$ cat src/hdl/ams_pkg.sv
// Types, constants and the microcode table of the accumulator machine.
`timescale 1ns / 1ps

package ams_pkg;

   // Fixed sizes of the machine and of its ports.
   localparam int MEM_DEPTH = 1024;
   localparam int ADDR_W    = $clog2(MEM_DEPTH);
   localparam int OPC_BITS  = 3;
   localparam int ACTION_W  = 2;
   localparam int IN_WORD_W = 32;
   localparam int CHAR_W    = 8;

   typedef logic [ADDR_W-1:0] addr_type;

   // Input actions.
   typedef enum logic [ACTION_W-1:0] {
      ACT_WRITE   = 2'd0,
      ACT_EXEC    = 2'd1,
      ACT_RESTART = 2'd2
   } action_type;

   // Instruction opcodes held in the low bits of a word.
   typedef enum logic [OPC_BITS-1:0] {
      OPC_END  = 3'd0,
      OPC_SKIP = 3'd1,
      OPC_ADD  = 3'd2,
      OPC_SUB  = 3'd3,
      OPC_LOAD = 3'd4,
      OPC_JUMP = 3'd5,
      OPC_JZ   = 3'd6,
      OPC_DRAW = 3'd7
   } opc_type;

   // Microprogram addresses.
   typedef enum logic [3:0] {
      UA_CLEAR    = 4'd0,
      UA_IDLE     = 4'd1,
      UA_WRITE    = 4'd2,
      UA_RESPOND  = 4'd3,
      UA_RESTART  = 4'd4,
      UA_FETCH    = 4'd5,
      UA_OPERAND  = 4'd6,
      UA_OP_END   = 4'd7,
      UA_OP_SKIP  = 4'd8,
      UA_OP_ADD   = 4'd9,
      UA_OP_SUB   = 4'd10,
      UA_OP_LOAD  = 4'd11,
      UA_OP_JUMP  = 4'd12,
      UA_OP_JZ    = 4'd13,
      UA_OP_DRAW  = 4'd14
   } uaddr_type;

   // Sequencing codes of a control word.
   typedef enum logic [2:0] {
      SEQ_GOTO        = 3'd0,
      SEQ_LOOP_CLR    = 3'd1,
      SEQ_IDLE        = 3'd2,
      SEQ_BR_HALT     = 3'd3,
      SEQ_DISPATCH_OP = 3'd4,
      SEQ_RESPOND     = 3'd5
   } seq_type;

   typedef enum logic [1:0] {
      MEM_NONE  = 2'd0,
      MEM_READ  = 2'd1,
      MEM_WRITE = 2'd2
   } mem_op_type;

   typedef enum logic [2:0] {
      ADR_CLR        = 3'd0,
      ADR_WADDR      = 3'd1,
      ADR_IP         = 3'd2,
      ADR_OPND_RDATA = 3'd3,
      ADR_OPND_REG   = 3'd4
   } addr_sel_type;

   typedef enum logic [1:0] {
      WD_ZERO  = 2'd0,
      WD_WWORD = 2'd1,
      WD_SUM   = 2'd2,
      WD_DIFF  = 2'd3
   } wdata_sel_type;

   typedef enum logic [1:0] {
      ACC_HOLD  = 2'd0,
      ACC_CLEAR = 2'd1,
      ACC_LOAD  = 2'd2
   } acc_op_type;

   typedef enum logic [2:0] {
      IP_HOLD  = 3'd0,
      IP_INCR  = 3'd1,
      IP_JUMP  = 3'd2,
      IP_JZ    = 3'd3,
      IP_START = 3'd4
   } ip_op_type;

   typedef enum logic [1:0] {
      HALT_HOLD  = 2'd0,
      HALT_SET   = 2'd1,
      HALT_CLEAR = 2'd2
   } halt_op_type;

   // One microcode control word.
   typedef struct packed {
      mem_op_type    mem_op;
      addr_sel_type  addr_sel;
      wdata_sel_type wdata_sel;
      logic          opnd_load;
      acc_op_type    acc_op;
      ip_op_type     ip_op;
      halt_op_type   halt_op;
      logic          emit;
      seq_type       seq;
      uaddr_type     nxt;
   } ctl_type;

   // Control from the sequencer to the datapath.
   typedef struct packed {
      ctl_type  cw;
      logic     take;
      logic     rsp_load;
      addr_type clr_addr;
      logic     idle;
   } seq_out_type;

   // Status from the datapath to the sequencer.
   typedef struct packed {
      logic    halted;
      opc_type opcode;
   } dp_stat_type;

   // One result item.
   typedef struct packed {
      logic              char_valid;
      logic [CHAR_W-1:0] char_code;
      logic              halted;
      addr_type          pointer;
   } rsp_type;

   localparam ctl_type CTL_NOP = '{
      mem_op:    MEM_NONE,
      addr_sel:  ADR_IP,
      wdata_sel: WD_ZERO,
      opnd_load: 1'b0,
      acc_op:    ACC_HOLD,
      ip_op:     IP_HOLD,
      halt_op:   HALT_HOLD,
      emit:      1'b0,
      seq:       SEQ_GOTO,
      nxt:       UA_IDLE
   };

   // The microprogram. Each step that ends an item waits in SEQ_RESPOND until the
   // output register can take its result; its effects happen only on that cycle.
   function automatic ctl_type ucode_rom(input uaddr_type ua);
      ctl_type w;
      w = CTL_NOP;
      case (ua)
         UA_CLEAR: begin
            w.mem_op    = MEM_WRITE;
            w.addr_sel  = ADR_CLR;
            w.wdata_sel = WD_ZERO;
            w.seq       = SEQ_LOOP_CLR;
            w.nxt       = UA_IDLE;
         end
         UA_IDLE: begin
            w.seq = SEQ_IDLE;
         end
         UA_WRITE: begin
            w.mem_op    = MEM_WRITE;
            w.addr_sel  = ADR_WADDR;
            w.wdata_sel = WD_WWORD;
            w.seq       = SEQ_RESPOND;
         end
         UA_RESPOND: begin
            w.seq = SEQ_RESPOND;
         end
         UA_RESTART: begin
            w.ip_op   = IP_START;
            w.acc_op  = ACC_CLEAR;
            w.halt_op = HALT_CLEAR;
            w.seq     = SEQ_RESPOND;
         end
         UA_FETCH: begin
            w.mem_op   = MEM_READ;
            w.addr_sel = ADR_IP;
            w.seq      = SEQ_BR_HALT;
            w.nxt      = UA_OPERAND;
         end
         UA_OPERAND: begin
            w.mem_op    = MEM_READ;
            w.addr_sel  = ADR_OPND_RDATA;
            w.opnd_load = 1'b1;
            w.seq       = SEQ_DISPATCH_OP;
         end
         UA_OP_END: begin
            w.halt_op = HALT_SET;
            w.seq     = SEQ_RESPOND;
         end
         UA_OP_SKIP: begin
            w.ip_op = IP_INCR;
            w.seq   = SEQ_RESPOND;
         end
         UA_OP_ADD: begin
            w.mem_op    = MEM_WRITE;
            w.addr_sel  = ADR_OPND_REG;
            w.wdata_sel = WD_SUM;
            w.ip_op     = IP_INCR;
            w.seq       = SEQ_RESPOND;
         end
         UA_OP_SUB: begin
            w.mem_op    = MEM_WRITE;
            w.addr_sel  = ADR_OPND_REG;
            w.wdata_sel = WD_DIFF;
            w.ip_op     = IP_INCR;
            w.seq       = SEQ_RESPOND;
         end
         UA_OP_LOAD: begin
            w.acc_op = ACC_LOAD;
            w.ip_op  = IP_INCR;
            w.seq    = SEQ_RESPOND;
         end
         UA_OP_JUMP: begin
            w.ip_op = IP_JUMP;
            w.seq   = SEQ_RESPOND;
         end
         UA_OP_JZ: begin
            w.ip_op = IP_JZ;
            w.seq   = SEQ_RESPOND;
         end
         UA_OP_DRAW: begin
            w.emit  = 1'b1;
            w.ip_op = IP_INCR;
            w.seq   = SEQ_RESPOND;
         end
         default: begin
            w = CTL_NOP;
         end
      endcase
      return w;
   endfunction

endpackage

$ cat src/hdl/ams_sequencer.sv
// Microprogram counter, control store and branch logic of the accumulator machine.
`timescale 1ns / 1ps

module ams_sequencer (
   input  logic                            clock,
   input  logic                            reset,
   input  logic                            req_valid,
   input  logic [ams_pkg::ACTION_W-1:0]    req_action,
   input  logic                            out_free,
   input  ams_pkg::dp_stat_type            stat,
   output ams_pkg::seq_out_type            sq
);

   ams_pkg::uaddr_type upc_ff, upc_in;
   ams_pkg::addr_type  clr_ff, clr_in;
   ams_pkg::ctl_type   cw;
   logic               fire;

   assign cw = ams_pkg::ucode_rom(upc_ff);

   // A step that ends an item acts only when the output register is free.
   assign fire = (cw.seq != ams_pkg::SEQ_RESPOND) || out_free;

   // Next microprogram address and clear counter.
   always_comb begin
      upc_in = upc_ff;
      clr_in = clr_ff;
      case (cw.seq)
         ams_pkg::SEQ_GOTO: begin
            upc_in = cw.nxt;
         end
         ams_pkg::SEQ_LOOP_CLR: begin
            clr_in = clr_ff + ams_pkg::ADDR_W'(1);
            if (clr_ff == ams_pkg::ADDR_W'(ams_pkg::MEM_DEPTH - 1)) begin
               upc_in = cw.nxt;
            end
         end
         ams_pkg::SEQ_IDLE: begin
            if (req_valid) begin
               case (ams_pkg::action_type'(req_action))
                  ams_pkg::ACT_WRITE:   upc_in = ams_pkg::UA_WRITE;
                  ams_pkg::ACT_EXEC:    upc_in = ams_pkg::UA_FETCH;
                  ams_pkg::ACT_RESTART: upc_in = ams_pkg::UA_RESTART;
                  default:              upc_in = ams_pkg::UA_RESPOND;
               endcase
            end
         end
         ams_pkg::SEQ_BR_HALT: begin
            upc_in = stat.halted ? ams_pkg::UA_RESPOND : cw.nxt;
         end
         ams_pkg::SEQ_DISPATCH_OP: begin
            case (stat.opcode)
               ams_pkg::OPC_END:  upc_in = ams_pkg::UA_OP_END;
               ams_pkg::OPC_SKIP: upc_in = ams_pkg::UA_OP_SKIP;
               ams_pkg::OPC_ADD:  upc_in = ams_pkg::UA_OP_ADD;
               ams_pkg::OPC_SUB:  upc_in = ams_pkg::UA_OP_SUB;
               ams_pkg::OPC_LOAD: upc_in = ams_pkg::UA_OP_LOAD;
               ams_pkg::OPC_JUMP: upc_in = ams_pkg::UA_OP_JUMP;
               ams_pkg::OPC_JZ:   upc_in = ams_pkg::UA_OP_JZ;
               default:           upc_in = ams_pkg::UA_OP_DRAW;
            endcase
         end
         ams_pkg::SEQ_RESPOND: begin
            if (out_free) begin
               upc_in = ams_pkg::UA_IDLE;
            end
         end
         default: begin
            upc_in = ams_pkg::UA_IDLE;
         end
      endcase
   end

   // Control toward the datapath, with state changes held back while waiting.
   always_comb begin
      sq.cw = cw;
      if (!fire) begin
         sq.cw.mem_op    = ams_pkg::MEM_NONE;
         sq.cw.opnd_load = 1'b0;
         sq.cw.acc_op    = ams_pkg::ACC_HOLD;
         sq.cw.ip_op     = ams_pkg::IP_HOLD;
         sq.cw.halt_op   = ams_pkg::HALT_HOLD;
      end
      sq.take     = (cw.seq == ams_pkg::SEQ_IDLE) && req_valid;
      sq.rsp_load = (cw.seq == ams_pkg::SEQ_RESPOND) && out_free;
      sq.clr_addr = clr_ff;
      sq.idle     = (cw.seq == ams_pkg::SEQ_IDLE);
   end

   // The program starts with the memory clearing pass.
   always_ff @(posedge clock) begin
      if (reset) begin
         upc_ff <= ams_pkg::UA_CLEAR;
         clr_ff <= '0;
      end else begin
         upc_ff <= upc_in;
         clr_ff <= clr_in;
      end
   end

endmodule

$ cat config.mk
export PLATFORM = sky130hd
export DESIGN_NAME = ams_sequencer
export DESIGN_NICKNAME = d
export VERILOG_FILES = /design/src/hdl/ams_pkg.sv /design/src/hdl/ams_sequencer.sv
export SDC_FILE = /design/constraint.sdc
export NUM_CORES = 1
export LEC_CHECK = 0
export ABC_AREA = 1
export CAP_MARGIN = 0
export CORE_ASPECT_RATIO = 0.7
export CORE_UTILIZATION = 40
export CTS_CLUSTER_SIZE = 28
export DETAILED_ROUTE_END_ITERATION = 8
export DONT_BUFFER_PORTS = 1
export GPL_TIMING_DRIVEN = 0
export PLACE_DENSITY = 0.63
export SLEW_MARGIN = 10
export SYNTH_ARGS = -nofsm -noshare
export SYNTH_HDL_FRONTEND = slang
export SYNTH_SLANG_ARGS = --single-unit
$ cat constraint.sdc
create_clock -name clock -period 1.27 [get_ports clock]
set_clock_uncertainty 0.15 [all_clocks]
set_input_delay 0.127 -clock clock [delete_from_list [all_inputs] [get_ports clock]]
set_output_delay 0.127 -clock clock [all_outputs]
set_load 0.01 [all_outputs]
==> results.yml <==
power:
  power.leakage_nw: 0.912
  finalPower_mw: 4.90
  power.density_nw_per_um2: 2530
  ir_worst_vdd_mv: 1.00
critical_path:
  cp_max_fo: 5
  cp_slowest_stage_delay_ns: 0.37
  end_kind: "primary output"
  crit_slowest_cell: "dfxtp_4"
  required_ns: 0.99
  cp-start-kind: "flop"
  r2r_cells: 8
  crit_type: "flop to primary output"
  path_common_cell: "nand2_4"
  crit_chain: "inv_6, nand2_4, nand2_4, nand2_4, nor2_4, a21oi_4, o21bai_4, inv_2"
  critPathArrivalTime_ns: 1.47
floorplan:
  rows: 15
  die_w_um: 64.7
  die_area_um2: 2970
  pin_count: 46
  dieHeight_um: 45.9
  initial_core_util_pct: 43.5
  design.core.area_um2: 2530
routing:
  drtIter0Drc: 101
  detail_route.wl_per_cell_um: 17.8
  drc: 0
  wl_um: 4610
  ant_nets: 0
  firstDrtPassIters: 4
  viasPerCell: 5.39
  vias: 1396
synth:
  ys_seq_area_share_pct: 25.4
  synth-seq-cells: 14
  syn_inst: 181
  syn_avg_cell_area_um2: 6.09
  yosysWarnings: 0
  synth_fp_nets: 195
  ys_types: 25
  netlist_area_um2: 1100
hold_path:
  hold_depth: 4
  hold_class: "input port to flop"
status:
  status: "finished with violations"
  failed_checks: "negative setup slack"
placement:
  io_buffer_count: 0
  dpl.hpwl_um: 2010
  dp_cells: 215
  pre_cts_slack_ns: -0.292
  place_congestion: 0.864
  dpl_cell_area_um2: 1190
global_routing:
  grt_pass1_vias: 1271
  grt_max_degree: 9
  grtUsageTotal_pct: 26.2
  antenna_found_initial: 0
  grt_overflow: 0
  grt_pass1_wl_um: 5780
sta:
  setup_tns_ns: -11.23
  maxSlewViolCount: 0
  postLayoutSetupSlackWorst_ns: -0.477
  setup_viol: 39
  fmax_ghz: 0.572
  rsz0062_at_grt: "yes"
  min_period_over_period_pct: 138
  period_minus_slack_ns: 1.75
  whs_ns: 0.0121
  hold_violations: 0
job:
  drv_cap: 0
clock_network:
  clk_pin_slew_ns: 0.06
  root_buffer: "clkbuf_8"
  cts_tree: "done"
  ctsHtreeMaxLevel: 1
  cts_buffers: 3
  insertion_delay_ns: 0.25
  cts_sinks: 14
  clk_path_buf_depth: 2
finish:
  final_cell_area_um2: 1940
  final_cells: 259
  num_antenna_cells: 0
  drive_gt1_share_pct: 55.6
  n_fill_cell: 149
  post-route-util_pct: 76.4
  area_delta_synth_final_pct: 75.7
  final_nets: 240
==> cell usage after synthesis <==
cell type / number / area, um2
nor2_4: 4 / 45.0
nand4_1: 5 / 31.3
o21ai_0: 10 / 50.1
o21ai_1: 1 / 5.00
o211ai_1: 1 / 7.51
nand2_4: 1 / 11.3
dfxtp_1: 14 / 280
nand2_2: 3 / 18.8
nand3_2: 2 / 20.0
ha_1: 4 / 50.1
buf_6: 2 / 22.5
conb_1: 1 / 3.75
a21oi_2: 1 / 8.76
nand2_1: 44 / 165
nor3_1: 4 / 20.0
nand3_1: 5 / 25.0
o21bai_1: 4 / 30.0
nor2_2: 4 / 25.0
or2_1: 1 / 6.26
buf_4: 2 / 15.0
nor2_1: 28 / 105
clkinv_1: 1 / 3.75
inv_1: 30 / 113
a21oi_1: 5 / 25.0
inv_2: 4 / 15.0
==> report_power, final <==
| group | internal [mW] | switching, mW | leakage [nW] |
|---|---|---|---|
| Combinational | 1.63 | 2.09 | 0.765 |
| Sequential | 0.572 | 0.163 | 0.119 |
| Clock | 0.275 | 0.171 | 0.0288 |
==> critical path, delay by kind of cell, from the launching register on <==
kind	cells	cell delay, ns
and+or+nand+nor	4	0.41
buffers and inverters	2	0.19
AOI/OAI and AO/OA	2	0.25
DFF	1	0.37
==> path summary, 6_finish.rpt <==
kind | from | to | slack, ns
setup / recovery | upc_ff[0]$_SDFFE_PP0P_ | sq[35] | -0.48
hold / removal | stat[3] | upc_ff[0]$_SDFFE_PP0P_ | 0.01
setup reg to reg | clr_ff[5]$_SDFFE_PP0N_ | upc_ff[0]$_SDFFE_PP0P_ | -0.43
hold reg to reg | clr_ff[1]$_SDFFE_PP0N_ | clr_ff[1]$_SDFFE_PP0N_ | 0.42
==> kinds of logic after synthesis <==
logic type	synth area share, %
AO/OA/AOI/OAI	11.5
adder cells (fa/ha/maj)	4.54
buffers and inverters	15.3
flip-flops	25.4
other	0.340
AND/OR/NAND/NOR	42.9
==> cells in the final DEF, fill, tap and decap left out <==
| cell type | netlist | final |
|---|---|---|
| nand2_1 | 44 | 30 |
| buf_4 | 2 | 28 |
| inv_1 | 30 | 18 |
| nor2_1 | 28 | 18 |
| nor2_4 | 4 | 15 |
| nand2_4 | 1 | 12 |
| buf_6 | 2 | 11 |
| inv_2 | 4 | 9 |
| inv_4 | 0 | 6 |
| dfxtp_1 | 14 | 6 |
| nand3_4 | 0 | 5 |
| nand2_2 | 3 | 5 |
| nand4_1 | 5 | 5 |
| o21ai_2 | 0 | 5 |
| o21ai_0 | 10 | 5 |
| dfxtp_4 | 0 | 5 |
| clkbuf_8 | 0 | 4 |
| buf_8 | 0 | 3 |
| o21bai_1 | 4 | 3 |
| nor3_1 | 4 | 3 |
| nor2_2 | 4 | 3 |
| a21oi_1 | 5 | 3 |
| ha_1 | 4 | 3 |
| dfxtp_2 | 0 | 3 |
| inv_6 | 0 | 2 |
| a21oi_4 | 0 | 2 |
| nand2_8 | 0 | 1 |
| nand3_2 | 2 | 1 |
| o211ai_1 | 1 | 1 |
| o21bai_4 | 0 | 1 |
| nor3_4 | 0 | 1 |
| nand3_1 | 5 | 1 |
| o21ai_1 | 1 | 1 |
| or2_1 | 1 | 1 |
| a21oi_2 | 1 | 1 |
| ha_4 | 0 | 1 |
| conb_1 | 1 | 1 |
| dlygate4sd3_1 | 0 | 1 |
| buf_12 | 0 | 1 |
==> timing repair <==
action                                  in CTS  in global routing
buffers inserted                            25                 14
pin swaps                                   14                 25
hold buffers                                 1                  0
endpoints found under the setup margin      37                 39
endpoints found under the hold margin        8                  0
resized for setup                           55                 55
==> flip-flops by register name (all words and copies together), names as in the netlist <==
name    count
clr_ff     10
upc_ff      4
==> per-layer routing <==
metal,track usage (%),up-vias,routed length [um]
li1,-,647,-
met1,28.3,645,1830
met2,46.0,80,2140
met3,7.25,24,383
met4,17.8,0,260
met5,0,-,0
==> final cells by class <==
class / count / area, um2 / share of cell area, %
plain buffers: 4 / 48.8 / 2.52
clock buffers: 4 / 55.1 / 2.84
inverters: 35 / 156 / 8.07
multi-input cells: 128 / 971 / 50.1
flip-flops and latches: 14 / 303 / 15.6
well taps: 34 / 42.5 / 2.20
repair buffers: 40 / 360 / 18.6
Power figures use the tool's default switching activity.
